**src/mpfde_pkg.sv**
```systemverilog
// ----------------------------------------------------------------------------
// mpfde_pkg
// Shared types, screen geometry and the 5x7 font table of the draw engine.
// ----------------------------------------------------------------------------
package mpfde_pkg;

	localparam int SCREEN_WIDTH  = 128;
	localparam int SCREEN_HEIGHT = 64;
	localparam int STORE_DEPTH   = 1024;
	localparam int PAGES         = (SCREEN_HEIGHT + 7) / 8;
	localparam int READ_LIMIT    = (STORE_DEPTH < SCREEN_WIDTH * PAGES) ?
		STORE_DEPTH : SCREEN_WIDTH * PAGES;
	localparam int AW            = 10;
	localparam int PG_W          = $clog2(PAGES + 1);
	localparam int FA_W          = $clog2(SCREEN_WIDTH * PAGES + STORE_DEPTH);
	localparam int GLYPH_COLS    = 5;
	localparam logic [7:0] GLYPH_FIRST = 8'h20;
	localparam logic [7:0] GLYPH_LAST  = 8'h7E;

	typedef enum logic [2:0] {
		OP_CLEAR, OP_CHAR, OP_HLINE, OP_OUTLINE, OP_FILL, OP_INVERT, OP_READ, OP_NONE
	} op_t;

	typedef enum logic [1:0] {K_CLEAR, K_DRAW, K_READ, K_NOP} kind_t;

	typedef enum logic [3:0] {
		ST_INIT, ST_IDLE, ST_CLEAR, ST_SEG, ST_RD, ST_WR, ST_RDB, ST_RDW, ST_DONE
	} back_state_t;

	// Clipped, inclusive pixel box
	typedef struct packed {
		logic       en;
		logic [7:0] x0;
		logic [7:0] x1;
		logic [7:0] y0;
		logic [7:0] y1;
	} region_t;

	typedef struct packed {
		kind_t                         kind;
		logic                          flip;
		logic                          glyph;
		logic [GLYPH_COLS-1:0][7:0]    cols;
		region_t [3:0]                 seg;
		logic [AW-1:0]                 addr;
	} cmd_t;

	typedef struct packed {
		logic       done;
		logic       is_read;
		logic [7:0] data;
	} res_t;

	// Printable ASCII font, leftmost column in the top byte
	localparam logic [4:0][7:0] GLYPH_ROM [95] = '{
		{8'h00,8'h00,8'h00,8'h00,8'h00},{8'h00,8'h00,8'h5F,8'h00,8'h00},
		{8'h00,8'h07,8'h00,8'h07,8'h00},{8'h14,8'h7F,8'h14,8'h7F,8'h14},
		{8'h24,8'h2A,8'h7F,8'h2A,8'h12},{8'h23,8'h13,8'h08,8'h64,8'h62},
		{8'h36,8'h49,8'h55,8'h22,8'h50},{8'h00,8'h05,8'h03,8'h00,8'h00},
		{8'h00,8'h1C,8'h22,8'h41,8'h00},{8'h00,8'h41,8'h22,8'h1C,8'h00},
		{8'h14,8'h08,8'h3E,8'h08,8'h14},{8'h08,8'h08,8'h3E,8'h08,8'h08},
		{8'h00,8'h50,8'h30,8'h00,8'h00},{8'h08,8'h08,8'h08,8'h08,8'h08},
		{8'h00,8'h60,8'h60,8'h00,8'h00},{8'h20,8'h10,8'h08,8'h04,8'h02},
		{8'h3E,8'h51,8'h49,8'h45,8'h3E},{8'h00,8'h42,8'h7F,8'h40,8'h00},
		{8'h42,8'h61,8'h51,8'h49,8'h46},{8'h21,8'h41,8'h45,8'h4B,8'h31},
		{8'h18,8'h14,8'h12,8'h7F,8'h10},{8'h27,8'h45,8'h45,8'h45,8'h39},
		{8'h3C,8'h4A,8'h49,8'h49,8'h30},{8'h01,8'h71,8'h09,8'h05,8'h03},
		{8'h36,8'h49,8'h49,8'h49,8'h36},{8'h06,8'h49,8'h49,8'h29,8'h1E},
		{8'h00,8'h36,8'h36,8'h00,8'h00},{8'h00,8'h56,8'h36,8'h00,8'h00},
		{8'h08,8'h14,8'h22,8'h41,8'h00},{8'h14,8'h14,8'h14,8'h14,8'h14},
		{8'h00,8'h41,8'h22,8'h14,8'h08},{8'h02,8'h01,8'h51,8'h09,8'h06},
		{8'h32,8'h49,8'h79,8'h41,8'h3E},{8'h7E,8'h11,8'h11,8'h11,8'h7E},
		{8'h7F,8'h49,8'h49,8'h49,8'h36},{8'h3E,8'h41,8'h41,8'h41,8'h22},
		{8'h7F,8'h41,8'h41,8'h22,8'h1C},{8'h7F,8'h49,8'h49,8'h49,8'h41},
		{8'h7F,8'h09,8'h09,8'h09,8'h01},{8'h3E,8'h41,8'h49,8'h49,8'h7A},
		{8'h7F,8'h08,8'h08,8'h08,8'h7F},{8'h00,8'h41,8'h7F,8'h41,8'h00},
		{8'h20,8'h40,8'h41,8'h3F,8'h01},{8'h7F,8'h08,8'h14,8'h22,8'h41},
		{8'h7F,8'h40,8'h40,8'h40,8'h40},{8'h7F,8'h02,8'h0C,8'h02,8'h7F},
		{8'h7F,8'h04,8'h08,8'h10,8'h7F},{8'h3E,8'h41,8'h41,8'h41,8'h3E},
		{8'h7F,8'h09,8'h09,8'h09,8'h06},{8'h3E,8'h41,8'h51,8'h21,8'h5E},
		{8'h7F,8'h09,8'h19,8'h29,8'h46},{8'h46,8'h49,8'h49,8'h49,8'h31},
		{8'h01,8'h01,8'h7F,8'h01,8'h01},{8'h3F,8'h40,8'h40,8'h40,8'h3F},
		{8'h1F,8'h20,8'h40,8'h20,8'h1F},{8'h3F,8'h40,8'h38,8'h40,8'h3F},
		{8'h63,8'h14,8'h08,8'h14,8'h63},{8'h07,8'h08,8'h70,8'h08,8'h07},
		{8'h61,8'h51,8'h49,8'h45,8'h43},{8'h00,8'h7F,8'h41,8'h41,8'h00},
		{8'h02,8'h04,8'h08,8'h10,8'h20},{8'h00,8'h41,8'h41,8'h7F,8'h00},
		{8'h04,8'h02,8'h01,8'h02,8'h04},{8'h40,8'h40,8'h40,8'h40,8'h40},
		{8'h00,8'h01,8'h02,8'h04,8'h00},{8'h20,8'h54,8'h54,8'h54,8'h78},
		{8'h7F,8'h48,8'h44,8'h44,8'h38},{8'h38,8'h44,8'h44,8'h44,8'h20},
		{8'h38,8'h44,8'h44,8'h48,8'h7F},{8'h38,8'h54,8'h54,8'h54,8'h18},
		{8'h08,8'h7E,8'h09,8'h01,8'h02},{8'h0C,8'h52,8'h52,8'h52,8'h3E},
		{8'h7F,8'h08,8'h04,8'h04,8'h78},{8'h00,8'h44,8'h7D,8'h40,8'h00},
		{8'h20,8'h40,8'h44,8'h3D,8'h00},{8'h7F,8'h10,8'h28,8'h44,8'h00},
		{8'h00,8'h41,8'h7F,8'h40,8'h00},{8'h7C,8'h04,8'h18,8'h04,8'h78},
		{8'h7C,8'h08,8'h04,8'h04,8'h78},{8'h38,8'h44,8'h44,8'h44,8'h38},
		{8'h7C,8'h14,8'h14,8'h14,8'h08},{8'h08,8'h14,8'h14,8'h18,8'h7C},
		{8'h7C,8'h08,8'h04,8'h04,8'h08},{8'h48,8'h54,8'h54,8'h54,8'h20},
		{8'h04,8'h3F,8'h44,8'h40,8'h20},{8'h3C,8'h40,8'h40,8'h20,8'h7C},
		{8'h1C,8'h20,8'h40,8'h20,8'h1C},{8'h3C,8'h40,8'h30,8'h40,8'h3C},
		{8'h44,8'h28,8'h10,8'h28,8'h44},{8'h0C,8'h50,8'h50,8'h50,8'h3C},
		{8'h44,8'h64,8'h54,8'h4C,8'h44},{8'h00,8'h08,8'h36,8'h41,8'h00},
		{8'h00,8'h00,8'h7F,8'h00,8'h00},{8'h00,8'h41,8'h36,8'h08,8'h00},
		{8'h10,8'h08,8'h08,8'h10,8'h08}
	};

endpackage

```
**src/mpfde_queue.sv**
```systemverilog
// ----------------------------------------------------------------------------
// mpfde_queue
// Two-entry command queue between the decoder and the draw sequencer.
// ----------------------------------------------------------------------------
module mpfde_queue
	import mpfde_pkg::*;
(
	input  logic clk,
	input  logic arst_n,
	input  logic push,
	input  cmd_t push_cmd,
	input  logic pop,
	output logic valid,
	output logic full,
	output cmd_t head
);

	cmd_t       slot_q [2];
	logic       wp_q, rp_q;
	logic [1:0] cnt_q;

	assign valid = (cnt_q != 2'd0);
	assign full  = (cnt_q == 2'd2);
	assign head  = slot_q[rp_q];

	// Advance pointers and count
	always_ff @(posedge clk or negedge arst_n) begin
		if (!arst_n) begin
			wp_q  <= 1'b0;
			rp_q  <= 1'b0;
			cnt_q <= 2'd0;
		end else begin
			if (push) wp_q <= ~wp_q;
			if (pop) rp_q <= ~rp_q;
			cnt_q <= cnt_q + {1'b0, push} - {1'b0, pop};
		end
	end

	// Hold the payload
	always_ff @(posedge clk) begin
		if (push) slot_q[wp_q] <= push_cmd;
	end

endmodule

```
**config.mk**
```make
export PLATFORM = sky130hd
export DESIGN_NAME = mpfde_queue
export DESIGN_NICKNAME = d
export VERILOG_FILES = /design/src/mpfde_pkg.sv /design/src/mpfde_queue.sv
export SDC_FILE = /design/constraint.sdc
export NUM_CORES = 1
export LEC_CHECK = 0
export BUFFER_PORTS_ARGS = -buffer_cell sky130_fd_sc_hd__buf_2
export CORE_MARGIN = 3
export CORE_UTILIZATION = 45
export DETAILED_ROUTE_END_ITERATION = 6
export PLACE_DENSITY = 0.73
export SYNTH_ARGS = -nofsm -noshare
export SYNTH_HDL_FRONTEND = slang
export SYNTH_SLANG_ARGS = --single-unit
```
**constraint.sdc**
```tcl
create_clock -name clk -period 21 [get_ports clk]
set_input_delay 3.15 -clock clk [delete_from_list [all_inputs] [get_ports clk]]
set_output_delay 3.15 -clock clk [all_outputs]
set_load 0.05 [all_outputs]
```
==> summary.md, run 1 <==
| Metric | Value |
|---|---|
| Status | `complete, no violations` |
| Drt total wl | `28.12 mm` |
| Pre-CTS setup slack | `14.96 ns` |
| Sequential share of the synthesized area | `79.61%` |
| Clock-pin slew on the worst setup and hold paths | `0.06 ns` |
| Gate Count Post-Synth | `594` |
| Clk pwr share | `22.6%` |
| Commonest cells post-synth | `edfxtp_1 (372), mux2_4 (130), mux2_2 (56)` |
| Clk root buf | `clkbuf_16` |
| Combinational share of power | `40.9%` |
| Total gr overflow | `0` |
| Global-route wire length before repair | `40.95 mm` |
| # IOs | `378` |
| Fmax | `152.4 MHz` |
| CP Data Arrival Time | `3.41 ns` |
| NetSw | `1131 µW` |
| Post-CTS resize count | `0` |
| Die Ht | `183.4 µm` |
| Startpoint types | `flip-flop` |
| Post-DP HPWL | `18.99 mm` |
| Full die area | `0.03362 mm²` |
| Mapped Nets | `786` |
| DR WL met2 | `14.14 mm` |
| Clk buf depth | `3` |
| Pint | `1750 µW` |
| Netlist cell types | `13` |
| Syn avg cell area | `23.83 µm²` |
| Worst hold slack | `0.5503 ns` |
| CP Class | `flip-flop to primary output` |
| Gr usage total | `15.91%` |
| Yosys top cell area share | `78.90%` |
| Top FF cell, synth | `edfxtp_1` |
| Hold Buf Count CTS | `0` |
| Initial antenna violation count | `11` |
| Vias | `6936` |
| Minimum clock period | `6.560 ns` |
| CP endpoint kind | `primary output` |
| Met3 wire len | `2.415 mm` |
| Synth Cell Area | `0.01416 mm²` |
| Gp weighted congestion | `0.7610` |
| Count leader, synth | `edfxtp_1` |
| Setup violations, final | `0` |
| Setup TNS | `0 ns` |
| Clk Latency, worst-skew pair | `0.50 ns` |
| # nets final | `1190` |
| Proportion of layout cells with a drive suffix above 1 | `60.62%` |
| Postcts setup bufs | `0` |
| Period Utilization, post-route | `31.24%` |
| Area Growth Syn to Fin | `24.58%` |
| First drt pass iteration count | `4` |
| Tot Pwr | `2881 µW` |
| Critical Path Fanout Max | `53` |
| Port-buffer cells | `377` |
| Leak | `0.007000 µW` |
| Initial detailed-routing violation count | `417` |
| M1 WL | `10.55 mm` |
| YS warnings | `0` |
| Core area | `0.03083 mm²` |
| Clock sinks | `376` |
| Slew @ Worst Pin | `1.147 ns` |
| Die Wd | `183.4 µm` |
| Row count | `64` |
| Initial Util | `45.92%` |
| VDD IR max | `0.1201 mV` |
| CP required | `17.85 ns` |
| Clk_skew | `0.01047 ns` |
| Final Slew Violations | `0` |
| CTS tree | `done` |
| Asr flop ratio synth | `1.064%` |
| Largest net degree at the start of global routing | `76` |
| HP Class | `flip-flop to flip-flop` |
| Register-to-register setup slack | `18.26 ns` |
| Max layer used | `met5` |
| P per Cell Area | `163.4 mW/mm²` |
| Vias in the first global route | `7368` |
| EDFF count, synth | `372` |
| Fin. Hold Viols | `0` |
| CTS Buf Count | `39` |
| DR vias/cell | `4.854` |
| RSZ-0062 raised after global routing | `false` |
| Top cell type by total area after synthesis | `edfxtp_1` |
| Slew HR | `23.37%` |
| Reg power frac | `36.4%` |
| Sw frac | `39.26%` |
| DRC | `0` |
| Drt wl/cell | `19.68 µm` |
| ANT nets after route | `0` |
| Max cap viols | `0` |
| Top post-synthesis cells by area | `edfxtp_1 (79%), mux2_4 (14%), mux2_2 (4.5%)` |
| CTS H-tree depth | `2` |
| Fin worst setup slack | `14.44 ns` |
| Yosys reg bits | `376` |
[registers in the layout (all words and copies together), names as in the netlist]
signal  flops
cnt_q       2
slot_q    372
wp_q        1
rp_q        1
[power groups by stage]
stage | clock, µW | combinational, µW | sequential, µW
finish | 653 | 1180 | 1050
CTS | 670 | 1190 | 1050
floorplan | 0 | 999 | 1070
detailed placement | 0 | 1190 | 1070
global route | 704 | 1230 | 1060
global placement | 0 | 1190 | 1060
[cells by family (layout without fill, tap and decap cells)]
| family | Yosys count | after routing | synth area share (%) |
|---|---|---|---|
| other cells | 0 | 7 | 0 |
| xor+xnor | 3 | 3 | 0.2917 |
| fa+ha+maj | 2 | 2 | 0.1767 |
| buf+inv | 23 | 455 | 1.502 |
| mux | 186 | 186 | 18.24 |
| simple gates | 4 | 4 | 0.1768 |
| flops | 376 | 376 | 79.61 |
[worst paths after layout]
path	to	cells after the start	start
max reg2reg	slot_q[0][154]	2	wp_q
min in group asynchronous	wp_q	1	arst_n
min	wp_q	1	wp_q
max	head[142]	4	rp_q
max in group asynchronous	rp_q	1	arst_n
min reg2reg	wp_q	1	wp_q
[placed cells by master (no fill, tap or decap)]
master and count:
buf_2 377, edfxtp_1 372, mux2_4 130, mux2_2 56
clkbuf_16 41, clkbuf_1 12, clkinv_1 9, diode_2 7
buf_4 7, bufinv_16 3, clkinv_2 3, dfrtp_1 3
inv_1 2, xor2_1 2, ha_1 2, xor3_1 1
nor2b_1 1, and2_4 1, or2_2 1, nor2b_4 1
clkinv_4 1, dfrtp_4 1
[layer usage]
layer	vias up	GRT usage (%)
met5	-	0
met4	8	6.825
met3	69	5.712
met2	277	26.93
met1	3388	18.41
li1	3194	-
[critical path, cell delays in order (launching register included)]
cell	delay, ns
dfrtp_4	0.73
buf_4	0.74
buf_4	0.75
mux2_4	0.36
buf_2	0.21
[layout make-up]
cell class	instances	area, µm²
timing repair buffer	384	1939
inverter	2	7.507
multi-input combinational	195	2684
fill	2366	13190
tap	396	495.5
clock inverter	16	147.6
clock buffer	53	1071
antenna	7	17.52
sequential	376	11270
[per-stage QoR]
step	cells	util [%]	instance area, µm²
floorplan	594	-	14160
global route	1429	57.21	17640
CTS	1422	57.15	17620
global placement	1353	53.20	16400
detailed placement	1353	53.20	16400
finish	1429	57.21	17640
Power figures use the tool's default switching activity.
==> inputs of run 2 (changes only) <==
--- a/config.mk
+++ b/config.mk
@@ -9,7 +9,7 @@
 export CORE_MARGIN = 3
 export CORE_UTILIZATION = 45
 export DETAILED_ROUTE_END_ITERATION = 6
-export PLACE_DENSITY = 0.73
+export PLACE_DENSITY = 0.76
 export SYNTH_ARGS = -nofsm -noshare
 export SYNTH_HDL_FRONTEND = slang
 export SYNTH_SLANG_ARGS = --single-unit
==> constraint.sdc (replaced) <==
create_clock -name clk -period 5.7 [get_ports clk]
set_input_delay 0.855 -clock clk [delete_from_list [all_inputs] [get_ports clk]]
set_output_delay 0.855 -clock clk [all_outputs]
set_load 0.05 [all_outputs]
==> run 2 against run 1 <==
Against the previous run: cell area up 0.23%; sequential cell count unchanged; highest routed layer unchanged; worst setup slack worse by 12 ns; utilization up 0.13 points; clock power rose to 3.6 times the previous value; non-clock buffer count up 1; wire length down 2.3%; via count up 0.50%.
==> summary.md, run 2 (synthesis results as in run 1) <==
| Metric | Value |
|---|---|
| Status | `complete, no violations` |
| Post-DP HPWL | `18.75 mm (-1.3%)` |
| CTS H-tree depth | `2 (unchanged)` |
| Clk root buf | `clkbuf_16` |
| Die Wd | `183.4 µm (unchanged)` |
| Clk Latency, worst-skew pair | `0.51 ns (about the same)` |
| Setup violations, final | `0 (unchanged)` |
| Setup TNS | `0 ns (unchanged)` |
| RSZ-0062 raised after global routing | `false` |
| Largest net degree at the start of global routing | `117 (+54%)` |
| First drt pass iteration count | `4 (unchanged)` |
| Initial detailed-routing violation count | `394 (-5.5%)` |
| Core area | `0.03083 mm² (unchanged)` |
| DRC | `0 (unchanged)` |
| Most frequent cells in the layout | `buf_2 (377), edfxtp_1 (372), mux2_4 (130)` |
| Die Ht | `183.4 µm (unchanged)` |
| Most flops, register | `slot_q` |
| Vias | `6971 (+0.50%)` |
| Area Growth Syn to Fin | `24.87%` |
| Max cap viols | `0 (unchanged)` |
| Worst Path Buf+Inv | `2 (-1)` |
| Vias in the first global route | `7280 (-1.2%)` |
| Drt wl/cell | `19.26 µm (-2.1%)` |
| Tot Pwr | `10600 µW (+270%)` |
| Final Slew Violations | `0 (unchanged)` |
| Core Util, Final | `57.34% (+0.13 points)` |
| Placed cell count | `1354 (+0.074%)` |
| HP Class | `primary input to async pin` |
| Proportion of layout cells with a drive suffix above 1 | `61.05% (+0.43 points)` |
| Minimum clock period | `3.447 ns` |
| Crit-path leading delay family | `flip-flops` |
| VDD IR max | `0.4241 mV (+250%)` |
| Final instance area | `0.01768 mm² (+0.23%)` |
| Postcts setup bufs | `0 (unchanged)` |
| Period Utilization, post-route | `60.47%` |
| Clock-pin slew on the worst setup and hold paths | `0.06 ns (about the same)` |
| Crit-path cells | `buf_4 -> mux2_4 -> buf_2` |
| Initial Util | `45.92% (unchanged)` |
| Fin. Hold Viols | `0 (unchanged)` |
| Port-buffer cells | `377 (unchanged)` |
| Clock sinks | `376 (unchanged)` |
| CP Class | `flip-flop to primary output` |
| Full die area | `0.03362 mm² (unchanged)` |
| Total gr overflow | `0 (unchanged)` |
| Drt total wl | `27.49 mm (-2.3%)` |
| Gr usage total | `15.52% (-0.39 points)` |
| Row count | `64 (unchanged)` |
| Startpoint types | `flip-flop` |
| Clk_skew | `0.01209 ns (+0.001625 ns)` |
| Hold Buf Count CTS | `0 (unchanged)` |
| Slowest stage delay, CP | `0.91 ns (+0.16 ns)` |
| CP endpoint kind | `primary output` |
| Placed Area | `0.01646 mm² (+0.35%)` |
| Area occupied by registers | `0.01127 mm² (unchanged)` |
| # IOs | `378 (unchanged)` |
| Area occupied by multi-input gates | `0.002684 mm² (unchanged)` |
| Global-route wire length before repair | `40.01 mm (-2.3%)` |
| # nets final | `1191 (+0.084%)` |
| Fillers | `2362 (-0.17%)` |
| Largest registers | `slot_q x372, cnt_q x2` |
| P per Cell Area | `599.8 mW/mm² (+270%)` |
| Leak | `0.007023 µW (+0.32%)` |
| DR vias/cell | `4.885 (+0.65%)` |
| Max reg flops | `372 (unchanged)` |
| Initial antenna violation count | `8 (-3)` |
| Slew @ Worst Pin | `0.9612 ns (-0.1859 ns)` |
| ANT nets after route | `0 (unchanged)` |
| Fmax | `290.1 MHz` |
| CTS Buf Count | `39 (unchanged)` |
| Crit path max-delay cell type | `dfrtp_4` |
| CP Data Arrival Time | `2.59 ns (-0.82 ns)` |
| Clk buf depth | `3 (unchanged)` |
| Critical Path Fanout Max | `50 (-5.7%)` |
| Final cell count without fillers | `1427 (-0.14%)` |
| CTS tree | `done` |
| Most common cell after layout, fill and taps aside | `buf_2` |
| Gp weighted congestion | `0.7390 (-2.9%)` |
| Slew HR | `35.92% (+13 points)` |
| CP required | `4.85 ns (-13.00 ns)` |
| Post-CTS resize count | `0 (unchanged)` |
==> run 2: through the flow <==
step / setup slack (ns) / hold WS, ns
after floorplan: 0.07617 / 0.5083
after global placement: 2.775 / 0.5316
after detailed placement: 2.751 / 0.5369
after CTS: 2.203 / 0.1231
after global routing: 2.126 / 0.1288
final: 2.253 / 0.1469
==> run 2: report_power, final <==
group / internal (µW) / leakage (µW) / switching (µW)
Sequential: 3670 / 0.00354 / 202
Clock: 1410 / 0.000593 / 952
Combinational: 1330 / 0.00289 / 3030
==> run 2: path summary, 6_finish.rpt <==
path                         startpoint        endpoint  depth (start not counted)  slack [ns]
setup / recovery                   rp_q       head[135]                          3        2.25
hold / removal                   arst_n        cnt_q[1]                          1        0.15
setup reg to reg                   wp_q  slot_q[0][101]                          2        3.60
hold reg to reg                    wp_q            wp_q                          1        0.55
max in group asynchronous        arst_n            rp_q                          1        5.42
min in group clk           push_cmd[85]   slot_q[1][85]                          1        0.53
==> run 2: cell type report <==
class	instances	share of cell area, %
clock buffer	48	6.009
timing repair buffer	385	11.30
multi-input combinational	195	15.18
inverter	2	0.04247
sequential	376	63.78
tap	396	2.803
clock inverter	21	0.8352
antenna	4	0.05662
==> run 2: layer usage <==
layer	track usage (%)	up-vias	wire (µm)
met4	5.332	8	746
li1	-	3193	-
met1	18.19	3419	10500
met2	27.02	288	13960
met3	5.137	63	2227
met5	0	-	55
